## src/qdec_pkg.sv

```systemverilog
// shared types, constants and the transition table for the quadrature decoder
// no dependencies; imported by every module of the block

package qdec_pkg;

   // width of the wrapping position counter
   localparam int COUNT_WIDTH = 32;

   // register indexes of the control port
   localparam int CSR_INDEX_WIDTH = 2;
   localparam logic [CSR_INDEX_WIDTH-1:0] CSR_HOLDOFF = 2'd0;
   localparam logic [CSR_INDEX_WIDTH-1:0] CSR_STALE   = 2'd1;
   localparam logic [CSR_INDEX_WIDTH-1:0] CSR_SCALE   = 2'd2;

   // register reset values
   localparam logic [15:0] HOLDOFF_RESET = 16'd1000;
   localparam logic [31:0] STALE_RESET   = 32'd3000000;
   localparam logic [31:0] SCALE_RESET   = 32'd1000000;

   // request opcodes
   localparam logic OP_SAMPLE = 1'b0;
   localparam logic OP_LOAD   = 1'b1;

   // step kinds reported with each response
   typedef enum logic [2:0] {
      KIND_HELD = 3'd0,
      KIND_FWD  = 3'd1,
      KIND_BACK = 3'd2,
      KIND_SAME = 3'd3,
      KIND_BAD  = 3'd4
   } qdec_kind_type;

   // saturation limits of the signed 32-bit results
   localparam logic [31:0] SAT_MAX = 32'h7fff_ffff;
   localparam logic [31:0] SAT_MIN = 32'h8000_0000;

   // control register set
   typedef struct packed {
      logic [15:0] min_gap_us;
      logic [31:0] stale_us;
      logic [31:0] speed_scale;
   } qdec_cfg_type;

   // x4 transition table: previous phases (a,b) high, current phases low
   function automatic qdec_kind_type classify(input logic [3:0] code);
      qdec_kind_type kind;
      case (code) inside
         4'b0010, 4'b1011, 4'b1101, 4'b0100: kind = KIND_FWD;
         4'b0001, 4'b0111, 4'b1110, 4'b1000: kind = KIND_BACK;
         4'b0000, 4'b0101, 4'b1010, 4'b1111: kind = KIND_SAME;
         default:                            kind = KIND_BAD;
      endcase
      return kind;
   endfunction

endpackage

```

## src/qdec_csr.sv

```systemverilog
// control registers of the quadrature decoder: hold-off, stale age, speed scale
// depends on qdec_pkg

module qdec_csr (
   input  logic                                 clock,
   input  logic                                 reset,
   input  logic                                 csr_valid,
   output logic                                 csr_ready,
   input  logic [qdec_pkg::CSR_INDEX_WIDTH-1:0] csr_index,
   input  logic [31:0]                          csr_data,
   output qdec_pkg::qdec_cfg_type               cfg
);
   import qdec_pkg::*;

   qdec_cfg_type cfg_ff, cfg_in;

   // writes are always taken
   assign csr_ready = 1'b1;

   // register decode, unknown indexes dropped
   always_comb begin
      cfg_in = cfg_ff;
      if (csr_valid) begin
         case (csr_index)
            CSR_HOLDOFF: cfg_in.min_gap_us  = csr_data[15:0];
            CSR_STALE:   cfg_in.stale_us    = csr_data;
            CSR_SCALE:   cfg_in.speed_scale = csr_data;
            default:     cfg_in = cfg_ff;
         endcase
      end
   end

   always_ff @(posedge clock) begin
      if (reset) begin
         cfg_ff.min_gap_us  <= HOLDOFF_RESET;
         cfg_ff.stale_us    <= STALE_RESET;
         cfg_ff.speed_scale <= SCALE_RESET;
      end else begin
         cfg_ff <= cfg_in;
      end
   end

   assign cfg = cfg_ff;

endmodule

```

## src/qdec_div.sv

```systemverilog
// serial restoring divider, unsigned 32 by 32, one quotient bit per cycle
// depends on qdec_pkg

module qdec_div (
   input  logic        clock,
   input  logic        reset,
   input  logic        start,
   input  logic [31:0] dividend,
   input  logic [31:0] divisor,
   output logic        done,
   output logic [31:0] quotient
);
   import qdec_pkg::*;

   logic        busy_ff, busy_in;
   logic        done_ff, done_in;
   logic [4:0]  count_ff, count_in;
   logic [31:0] rem_ff, rem_in;
   logic [31:0] quo_ff, quo_in;
   logic [31:0] dvsr_ff, dvsr_in;
   logic [33:0] trial;
   logic        fits;

   // trial subtract of the shifted partial remainder
   assign trial = {1'b0, rem_ff, quo_ff[31]} - {2'b00, dvsr_ff};
   assign fits  = ~trial[33];

   always_comb begin
      busy_in  = busy_ff;
      done_in  = 1'b0;
      count_in = count_ff;
      rem_in   = rem_ff;
      quo_in   = quo_ff;
      dvsr_in  = dvsr_ff;
      if (start) begin
         busy_in  = 1'b1;
         count_in = '0;
         rem_in   = '0;
         quo_in   = dividend;
         dvsr_in  = divisor;
      end else if (busy_ff) begin
         // dividend bits shift out at the top, quotient bits in at the bottom
         quo_in   = {quo_ff[30:0], fits};
         rem_in   = fits ? trial[31:0] : {rem_ff[30:0], quo_ff[31]};
         count_in = count_ff + 5'd1;
         if (count_ff == 5'd31) begin
            busy_in = 1'b0;
            done_in = 1'b1;
         end
      end
   end

   always_ff @(posedge clock) begin
      if (reset) begin
         busy_ff  <= 1'b0;
         done_ff  <= 1'b0;
         count_ff <= '0;
      end else begin
         busy_ff  <= busy_in;
         done_ff  <= done_in;
         count_ff <= count_in;
      end
      rem_ff  <= rem_in;
      quo_ff  <= quo_in;
      dvsr_ff <= dvsr_in;
   end

   assign done     = done_ff;
   assign quotient = quo_ff;

endmodule

```

## src/quadrature_decoder_with_speed_core.sv

```systemverilog
// x4 quadrature decoder with step period and speed, top level and sequencer
// depends on qdec_pkg, qdec_csr and qdec_div
//
//  channel  dir  handshake               transaction
//  req_     in   req_tvalid/req_tready   phase sample or position load
//  rsp_     out  rsp_tvalid/rsp_tready   position, errors, period, speed, kind
//  csr_     in   csr_valid/csr_ready     control register write
//
// only a non-zero, fresh period starts the serial divider. req_tready is high
// only while the sequencer is idle; a finished response waits in the output
// register, and the next request is taken meanwhile. reset is synchronous and
// clears the sequencer, position, errors, phases, step time, period and
// response valid; registers return to their defaults.

module quadrature_decoder_with_speed_core (
   input  logic                                 clock,
   input  logic                                 reset,
   input  logic                                 req_tvalid,
   output logic                                 req_tready,
   // time_us[62:0], phase_a[63], phase_b[64], load_value[96:65], zero fill
   input  logic [103:0]                         req_tdata,
   // opcode[0]
   input  logic [0:0]                           req_tuser,
   output logic                                 rsp_tvalid,
   input  logic                                 rsp_tready,
   // position[31:0], error_count[63:32], period_us[95:64], speed[127:96]
   output logic [127:0]                         rsp_tdata,
   // step_kind[2:0]
   output logic [2:0]                           rsp_tuser,
   input  logic                                 csr_valid,
   output logic                                 csr_ready,
   input  logic [qdec_pkg::CSR_INDEX_WIDTH-1:0] csr_index,
   input  logic [31:0]                          csr_data
);
   import qdec_pkg::*;

   typedef enum logic [2:0] {
      ST_IDLE,
      ST_EVAL,
      ST_SPEED,
      ST_DIVIDE,
      ST_FINISH
   } state_type;

   qdec_cfg_type cfg;

   state_type        state_ff, state_in;
   // latched request
   logic             op_ff, op_in;
   logic [62:0]      now_ff, now_in;
   logic [1:0]       cur_ff, cur_in;
   logic [31:0]      load_ff, load_in;
   // decoder state
   logic [COUNT_WIDTH-1:0] pos_ff, pos_in;
   logic [31:0]      err_ff, err_in;
   logic [1:0]       prev_ff, prev_in;
   logic [63:0]      last_ff, last_in;
   logic [31:0]      period_ff, period_in;
   qdec_kind_type    kind_ff, kind_in;
   logic             neg_ff, neg_in;
   logic [31:0]      speed_ff, speed_in;
   // response register
   logic             rsp_valid_ff, rsp_valid_in;
   logic [127:0]     rsp_data_ff, rsp_data_in;
   logic [2:0]       rsp_user_ff, rsp_user_in;

   logic [63:0]      dt;
   logic             dt_big;
   logic             past_holdoff;
   logic             fresh;
   logic [63:0]      load_wide;
   logic [63:0]      pos_wide;
   qdec_kind_type    code_kind;
   logic             div_start;
   logic [31:0]      div_divisor;
   logic             div_done;
   logic [31:0]      div_quotient;

   qdec_csr u_csr (
      .clock     (clock),
      .reset     (reset),
      .csr_valid (csr_valid),
      .csr_ready (csr_ready),
      .csr_index (csr_index),
      .csr_data  (csr_data),
      .cfg       (cfg)
   );

   qdec_div u_div (
      .clock    (clock),
      .reset    (reset),
      .start    (div_start),
      .dividend (cfg.speed_scale),
      .divisor  (div_divisor),
      .done     (div_done),
      .quotient (div_quotient)
   );

   // elapsed time since the last counted step, signed
   assign dt           = {1'b0, now_ff} - last_ff;
   assign dt_big       = |dt[62:31];
   assign past_holdoff = ~dt[63] && (dt[62:0] > {47'd0, cfg.min_gap_us});
   assign fresh        = dt[63] || (dt[62:0] <= {31'd0, cfg.stale_us});
   assign code_kind    = classify({prev_ff, cur_ff});
   assign load_wide    = {{32{load_ff[31]}}, load_ff};
   assign pos_wide     = 64'(pos_ff);
   assign div_divisor  = period_ff[31] ? (32'd0 - period_ff) : period_ff;

   assign req_tready = (state_ff == ST_IDLE);

   // sequencer
   always_comb begin
      state_in     = state_ff;
      op_in        = op_ff;
      now_in       = now_ff;
      cur_in       = cur_ff;
      load_in      = load_ff;
      pos_in       = pos_ff;
      err_in       = err_ff;
      prev_in      = prev_ff;
      last_in      = last_ff;
      period_in    = period_ff;
      kind_in      = kind_ff;
      neg_in       = neg_ff;
      speed_in     = speed_ff;
      rsp_valid_in = rsp_valid_ff;
      rsp_data_in  = rsp_data_ff;
      rsp_user_in  = rsp_user_ff;
      div_start    = 1'b0;

      if (rsp_valid_ff && rsp_tready) begin
         rsp_valid_in = 1'b0;
      end

      case (state_ff)
         ST_IDLE: begin
            if (req_tvalid) begin
               op_in    = req_tuser[0];
               now_in   = req_tdata[62:0];
               cur_in   = {req_tdata[63], req_tdata[64]};
               load_in  = req_tdata[96:65];
               state_in = ST_EVAL;
            end
         end
         ST_EVAL: begin
            // update position, errors and period
            kind_in = KIND_HELD;
            if (op_ff == OP_LOAD) begin
               pos_in  = load_wide[COUNT_WIDTH-1:0];
               kind_in = KIND_BAD;
            end else if (past_holdoff) begin
               kind_in = code_kind;
               prev_in = cur_ff;
               case (code_kind)
                  KIND_FWD: begin
                     pos_in    = pos_ff + COUNT_WIDTH'(1);
                     period_in = dt_big ? SAT_MAX : dt[31:0];
                     last_in   = {1'b0, now_ff};
                  end
                  KIND_BACK: begin
                     pos_in    = pos_ff - COUNT_WIDTH'(1);
                     period_in = dt_big ? SAT_MIN : (32'd0 - dt[31:0]);
                     last_in   = {1'b0, now_ff};
                  end
                  KIND_BAD: begin
                     if (err_ff != '1) begin
                        err_in = err_ff + 32'd1;
                     end
                  end
                  default: begin
                     prev_in = cur_ff;
                  end
               endcase
            end
            state_in = ST_SPEED;
         end
         ST_SPEED: begin
            // staleness is judged against the updated step time
            speed_in = '0;
            neg_in   = period_ff[31];
            if (fresh && (period_ff != '0)) begin
               div_start = 1'b1;
               state_in  = ST_DIVIDE;
            end else begin
               state_in = ST_FINISH;
            end
         end
         ST_DIVIDE: begin
            if (div_done) begin
               // sign and saturate the magnitude quotient
               if (neg_ff) begin
                  speed_in = (div_quotient > SAT_MIN) ? SAT_MIN
                                                      : (32'd0 - div_quotient);
               end else begin
                  speed_in = div_quotient[31] ? SAT_MAX : div_quotient;
               end
               state_in = ST_FINISH;
            end
         end
         ST_FINISH: begin
            if (!rsp_valid_ff || rsp_tready) begin
               rsp_valid_in = 1'b1;
               rsp_data_in  = {speed_ff, period_ff, err_ff, pos_wide[31:0]};
               rsp_user_in  = kind_ff;
               state_in     = ST_IDLE;
            end
         end
         default: begin
            state_in = ST_IDLE;
         end
      endcase
   end

   always_ff @(posedge clock) begin
      if (reset) begin
         state_ff     <= ST_IDLE;
         pos_ff       <= '0;
         err_ff       <= '0;
         prev_ff      <= '0;
         last_ff      <= '0;
         period_ff    <= '0;
         rsp_valid_ff <= 1'b0;
      end else begin
         state_ff     <= state_in;
         pos_ff       <= pos_in;
         err_ff       <= err_in;
         prev_ff      <= prev_in;
         last_ff      <= last_in;
         period_ff    <= period_in;
         rsp_valid_ff <= rsp_valid_in;
      end
      op_ff       <= op_in;
      now_ff      <= now_in;
      cur_ff      <= cur_in;
      load_ff     <= load_in;
      kind_ff     <= kind_in;
      neg_ff      <= neg_in;
      speed_ff    <= speed_in;
      rsp_data_ff <= rsp_data_in;
      rsp_user_ff <= rsp_user_in;
   end

   assign rsp_tvalid = rsp_valid_ff;
   assign rsp_tdata  = rsp_data_ff;
   assign rsp_tuser  = rsp_user_ff;

endmodule

```

## config.mk

```make
export PLATFORM = sky130hd
export DESIGN_NAME = quadrature_decoder_with_speed_core
export DESIGN_NICKNAME = d
export VERILOG_FILES = /design/src/qdec_pkg.sv /design/src/qdec_csr.sv /design/src/qdec_div.sv /design/src/quadrature_decoder_with_speed_core.sv
export SDC_FILE = /design/constraint.sdc
export NUM_CORES = 1
export LEC_CHECK = 0
export BUFFER_PORTS_ARGS = -buffer_cell sky130_fd_sc_hd__clkbuf_2
export CORE_UTILIZATION = 30
export CTS_CLUSTER_DIAMETER = 200
export DETAILED_ROUTE_END_ITERATION = 10
export SLEW_MARGIN = 20
export SYNTH_ARGS = -nofsm -noshare
export SYNTH_HDL_FRONTEND = slang
export SYNTH_HIERARCHICAL = 1
export SYNTH_SLANG_ARGS = --single-unit
export TNS_END_PERCENT = 10
```

## constraint.sdc

```tcl
create_clock -name clock -period 10.8 [get_ports clock]
set_input_delay 1.08 -clock clock [delete_from_list [all_inputs] [get_ports clock]]
set_output_delay 1.08 -clock clock [all_outputs]
set_load 0.02 [all_outputs]
```

### Yosys cells after proc, flatten, opt, wreduce, memory -nomap -nowiden

Index checks and enable logic that the tools add are counted.

* bits in registers: 613

* reductions and logical operators: 35
* add/subtract/negate cells: 9
* mux-type cells: 33
* order comparisons: 3
* eq/ne operators: 25
* bitwise logic cells: 5

Operators by type and width (number)
* $mux 32: 10
* $pmux 32 s2: 3
* $sub 1x32->32 const A: 3
* $add 32x1->32 const B: 2
* $sub 63x63->64: 1
* $gt 63x16->1: 1
* $le 63x32->1: 1
* $mux 31: 2
* $sub 33x32->34: 1
* $gt 32x32->1 const B: 1
* $ne 32x32->1 const B: 1
* $reduce_bool 32->1: 1
* $reduce_or 32->1: 1
* $sub 32x1->32 const B: 1
* $eq 4x4->1 const B: 6
* $mux 3: 8
* $pmux 3 s5: 1
* $eq 4x3->1 const B: 3
* $reduce_and 2->1: 6
* $reduce_or 4->1: 3
* $eq 3x2->1 const B: 3
* $mux 1: 9
* $reduce_and 3->1: 3
* $reduce_and 4->1: 2
* other kinds (22): 37

### Depth between registers and ports, before layout

* word-level depth: 9
* depth in mapped cells: 29
* depth with buffers taken out: 27

### Modules after synthesis

Netlist, hierarchy kept.

By module, submodules not included
* quadrature_decoder_with_speed_core: area an instance 24654.9 um2, instances 1, cells each 2678, sequential area each 11260.8 um2
* qdec_div: area an instance 5975.7 um2, instances 1, cells each 565, sequential area each 2702.6 um2
* qdec_csr: area an instance 3254.4 um2, instances 1, cells each 311, sequential area each 1601.5 um2

### Worst setup path before layout

Ideal clock, no wire load.

* kind: reg-to-reg
* start point: register now_ff[19]
* end point: register u_div.quo_ff[0], in the netlist u_div/quotient[0], enable pin
* stages on the path, launching flop included: 26
* path buffers: 2
* path slack: 3594 ps
* data arrival time: 6817 ps
* data required time: 10411 ps
* period minus slack after synthesis: 7206 ps
* cell sequence: edfxtp_1 -> ha_1 -> buf_2 -> a2111oi_0 -> o211ai_1 -> o211ai_1 -> o21bai_1 -> a21oi_1 -> xnor2_1 -> ha_1 -> a21o_1 -> a21o_1 -> a21oi_1 -> nor2b_1 -> o21ai_0 -> nand2b_1 -> a21oi_1 -> nor2b_1 -> a2111oi_0 -> a21oi_1 -> and4b_1 -> o21ai_0 -> nor2_1 -> clkbuf_1 -> inv_1 -> nand2_1

* longest elaborated chain between the ends: 7

RTL lines
* start, declared: line quadrature_decoder_with_speed_core.sv:50 `logic [62:0] now_ff, now_in;`
* start signal, assigned: line quadrature_decoder_with_speed_core.sv:233 `now_ff <= now_in;`
* $sub 63x63->64 (*): line quadrature_decoder_with_speed_core.sv:100 `assign dt = {1'b0, now_ff} - last_ff;`
* $le 63x32->1: line quadrature_decoder_with_speed_core.sv:103 `assign fresh = dt[63] || (dt[62:0] <= {31'd0, cfg.stale_us});`
* $logic_or 1x1->1 (*): line quadrature_decoder_with_speed_core.sv:103
* $logic_and 1x1->1 (*): line quadrature_decoder_with_speed_core.sv:181 `if (fresh && (period_ff != '0)) begin`
* $mux 1 (*): line quadrature_decoder_with_speed_core.sv:181
* $mux 1 (*): line quadrature_decoder_with_speed_core.sv:135 `case (state_ff)`
* named net div_start: line quadrature_decoder_with_speed_core.sv:74 `logic div_start;`
* $reduce_bool 2->1 (no source line) (*)
* end signal, assigned: line qdec_div.sv:64 `quo_ff <= quo_in;`
* end, declared: line qdec_div.sv:19 `logic [31:0] quo_ff, quo_in;`

Mark *: on every way through the listed nets, which the timed path passes. The rest lies on a longest branch.
A chain may end at the register's enable or synchronous reset.

### Worst setup path in the final report

* start point: register now_ff[0]
* end point: register u_div.quo_ff[14], in the netlist u_div/quotient[14] (data pin)

* longest elaborated chain between the ends: 7

RTL lines
* $sub 63x63->64 (*): line quadrature_decoder_with_speed_core.sv:100
* $le 63x32->1: line quadrature_decoder_with_speed_core.sv:103
* $logic_or 1x1->1 (*): line quadrature_decoder_with_speed_core.sv:103
* $logic_and 1x1->1 (*): line quadrature_decoder_with_speed_core.sv:181
* $mux 1 (*): line quadrature_decoder_with_speed_core.sv:181
* $mux 1 (*): line quadrature_decoder_with_speed_core.sv:135
* named net div_start: line quadrature_decoder_with_speed_core.sv:74
* $mux 32 (*): line qdec_div.sv:35 `if (start) begin`
* named net u_div.quo_in[14]: line qdec_div.sv:19

Marks and branches as above.

==> results list <==
* Final setup TNS: 0 ps
- The first detailed-routing pass ran for 5 iterations.
* Number of synthesized flops with an enable pin: 329
* Pin count of the biggest net entering global routing: 111
- After layout, the minimum clock period comes to 7470 ps.
- Die width: 338 µm
- Placement-stage worst setup slack: 3330 ps
* Termination of the worst setup path: u_div/quotient[14]$_DFFE_PP_
- Seq/Total Area, Yosys: 0.459
- Area share of fa/ha/maj cells after synthesis: 0.0679
* Skew final: 24.6 ps
* Sequential cell area: 0.0156 mm²
- Stage delay of the slowest cell on the critical path: 780 ps
- The die covers 0.114 mm².
- Unique masters post-synth: 111
- Total power per unit cell area: 203 mW/mm²
- Combinational family with the most area after synthesis: compound AO/OA/AOI/OAI gates
* Dominant cell type by area after synthesis: edfxtp_1
- Post-CTS timing repair inserted 0 buffers for setup.
- TritonCTS built the clock tree.
* Final Max Tran Viols: 0
* Buffers on Ports: 269
- TritonCTS created 73 clock buffers.
* Starting density of the core: 0.305
- For this block, the via count after detailed routing is 26499.
- The min-delay analysis places its worst path in the category flip-flop to flip-flop.
* Standard cell with the maximum stage delay on the critical path: xnor2_1
- The worst-case IR drop observed on VDD is 0.132 mV.
- In the final layout, the multi-input gates occupy 0.0168 mm².
- The net count of the finished layout is 4079.
- DRC violation total after the first TritonRoute iteration: 1808
* Cell row count: 122
* Post-cts gate resize count: 0
- Total detailed-routing wirelength: 94000 µm
* Xor-xnor portion of the synthesized cell area: 0.0339
- The setup check on the worst reg-to-reg path leaves a slack of 3330 ps.
- For the pin with the worst max-slew slack, the measured transition is 1180 ps.
- In the routed layout, each cell is associated on average with a via count of 5.00.
- After routing the design area is 0.0392 mm².
- For this design the static power due to leakage is 14.7 nW.
- Die span in y: 338 µm
* Relative slew margins: 0.207
- The initial antenna violation count is 5.
- Clock-pin slew on the worst setup and hold paths: 60 ps
* Sum of net half-perimeters after detailed placement: 69400 µm
- Area growth, synth to finish: 15.5%
* Overall routing resource usage: 0.161
- The kind of cell with the highest combined delay along the critical path is compound AO/OA/AOI/OAI gates.
* Post-synthesis instance total: 3554
* Fraction of final layout cells with drive strength greater than 1: 0.144
* Cell at the root of the clock tree: clkbuf_16
* Flops & latches, synth: 613
- Crit Reg-Reg Startpoint: now_ff[0]$_DFFE_PP_
- Post-route fraction of the period consumed by the critical path: 0.691
- Of the total synthesized cell area, the portion taken by AND, OR, NAND and NOR gates is 0.171.
- Setup violations remaining at the end of the flow were counted as 0.
* Count of boundary I/O pins: 278
- In this run the number of cells on the critical path is 26.
- Yosys attributes the largest share of cell area to edfxtp_1 (29%), dfxtp_1 (17%), ha_1 (6.6%).
* Final routed wire length divided by cell count: 17.7 µm
- Among all flip-flop cells after synthesis, the most frequent one is edfxtp_1.
* Clk Latency, worst-skew pair: 650 ps
- Critical path class: flip-flop to flip-flop
- Measured against the total synthesized area, the mux share comes to 0.0412.
- After detailed placement, the total cell area comes to 0.0366 mm².
- Via count of the first global-routing pass: 25088
* FFs w/ async S/R, synth: 0
- Counting cells, the worst reg-to-reg path comes to 26.
- Filler cells: 11216
- Critical path data arrival time: 7870 ps
- Summing every instance area after synthesis gives 0.0339 mm².
* Number of endpoints with negative hold slack in the final report: 0
- Counting every net in the synthesized netlist gives 3880.
* Setup repair after global routing missed its margin: no
- In the post-route analysis, the smallest setup slack over all paths is 3330 ps.
- STA classifies the critical path endpoint as a flip-flop.
- GP Congestion: 0.890
- CP dominant cell by count: a21oi_1
- Residual overflow from global routing: 0
* Fmax: 0.134 GHz
- The region available for standard cell placement spans 0.111 mm².
- The endpoint identified for the worst register-to-register timing path is u_div/quotient[14]$_DFFE_PP_.
- The number of hold buffers added after CTS was 0.
- The first global-routing pass estimated 144000 µm of wire.
- CP Buf/Inv Count: 3
- The compound-gate portion of the synthesized area came to 0.179.
- The worst setup path is launched from a flip-flop.
- Number of design rule violations left after detail routing: 0
- The share of synthesized area in the top cell type comes to 0.292.
- Result of the run: complete, no violations
* # Max-Cap Violations: 0
- The count of nets left with antenna violations once routing finished came out at 0.
- Clock tree synthesis found a total of 613 sinks.
- Count of synthesis-stage warnings from yosys: 6
* Post-route core utilization: 0.352
- Top fanout value on the critical path: 53
- Required time at the worst-slack endpoint: 11200 ps
- The most critical setup path has its startpoint at now_ff[0]$_DFFE_PP_.
* H-tree lvl count: 3
* Avg Inst Size Synth: 9.53 µm²
- In this run the deepest clock path goes through 3 buffers.
## area by class of cell
class	count	area share
Clock buffer	96	0.0536
Inverter	215	0.0207
Sequential cell	613	0.398
Tap cell	1488	0.0476
Multi-Input combinational cell	2557	0.428
Clock inverter	40	0.0123
Timing Repair Buffer	293	0.0397
Antenna cell	2	0.000128
## registers in the layout (all words and copies together) (netlist names), 63 cells and up
name	count
now_ff	63
rsp_tdata	128
last_ff	63
u_csr/cfg	80
## cells in the mapped netlist (40+ instances only)
cell / n
nand2_1: 352
nor2_1: 330
edfxtp_1: 329
a21oi_1: 294
dfxtp_1: 284
inv_1: 213
ha_1: 179
o21ai_0: 140
clkbuf_1: 112
nand2b_1: 105
mux2i_1: 99
xnor2_1: 91
nor3_1: 82
a211oi_1: 67
a21o_1: 56
or3_1: 54
nand3_1: 52
nand4_1: 50
o21a_1: 46
xor2_1: 40
## report_power, final
group	internal (mW)	switching, mW	leakage [nW]
logic	0.909	1.52	8.04
registers	2.73	0.174	5.39
clock network	1.54	1.06	1.26
total	5.17	2.76	14.7
## metal layers
| layer | up-vias | part of all wire | GRT usage |
|---|---|---|---|
| li1 | 13289 | - | - |
| met1 | 12504 | 0.46 | 0.213 |
| met2 | 564 | 0.47 | 0.267 |
| met3 | 140 | 0.047 | 0.0260 |
| met4 | 2 | 0.027 | 0.0532 |
| met5 | - | 0.00014 | 0 |
## worst min path at each step
stage,depth (start not counted),end,slack (ps),startpoint
floorplan,0,rsp_tdata[100]$_DFFE_PP_,400,speed_ff[4]$_SDFFCE_PP0P_
global placement,0,rsp_tuser[0]$_DFFE_PP_,400,kind_ff[0]$_SDFFCE_PP0P_
detailed placement,0,rsp_tdata[106]$_DFFE_PP_,410,speed_ff[10]$_SDFFCE_PP0P_
CTS,0,rsp_tdata[96]$_DFFE_PP_,410,speed_ff[0]$_SDFFCE_PP0P_
global route,0,rsp_tdata[97]$_DFFE_PP_,420,speed_ff[1]$_SDFFCE_PP0P_
finish,0,rsp_tdata[96]$_DFFE_PP_,410,speed_ff[0]$_SDFFCE_PP0P_
## stage by stage
| step | total power, mW | hold slack [ps] | std cells |
|---|---|---|---|
| 3_3_place_gp | 5.33 | 404 | 5165 |
| 4_1_cts | 8.00 | 405 | 5302 |
| 5_1_grt | 8.40 | 421 | 5303 |
| 6_report | 7.93 | 413 | 5304 |
| 3_5_place_dp | 5.36 | 406 | 5166 |
| 2_1_floorplan | 4.75 | 400 | 3554 |
## cells in the final DEF, fill, tap and decap left out, types with 105 or more instances in the layout
master / synthesis / final
nor2_1: 330 / 329
clkbuf_2: 1 / 268
o21ai_0: 140 / 140
edfxtp_1: 329 / 329
a21oi_1: 294 / 294
inv_1: 213 / 212
dfxtp_1: 284 / 283
ha_1: 179 / 179
nand2_1: 352 / 352
nand2b_1: 105 / 105
## worst reg2reg max path, stage by stage (launching register included)
cell	delay, ps
edfxtp_1	350
inv_1	50
ha_1	210
fa_1	410
nor2b_1	170
o31ai_1	130
a21bo_2	250
o21ai_2	280
a21oi_1	190
xnor2_1	780
ha_1	400
a21o_1	180
a21o_1	170
a21oi_1	160
nor2b_1	60
o21ai_0	140
nand2b_1	80
a21oi_1	150
nor2b_1	60
a2111oi_0	350
a21oi_1	210
and4b_1	340
o21ai_0	290
nor2_4	180
buf_4	510
buf_4	660
mux2_2	470
## cells by family (layout without fill, tap and decap cells)
family | after synthesis | count (layout)
other cells | 1 | 3
compound gates | 907 | 907
flops | 613 | 613
buf+inv | 384 | 644
simple gates | 1201 | 1201
mux | 135 | 135
fa+ha+maj | 182 | 182
xor+xnor | 131 | 131
Power figures use the tool's default switching activity.
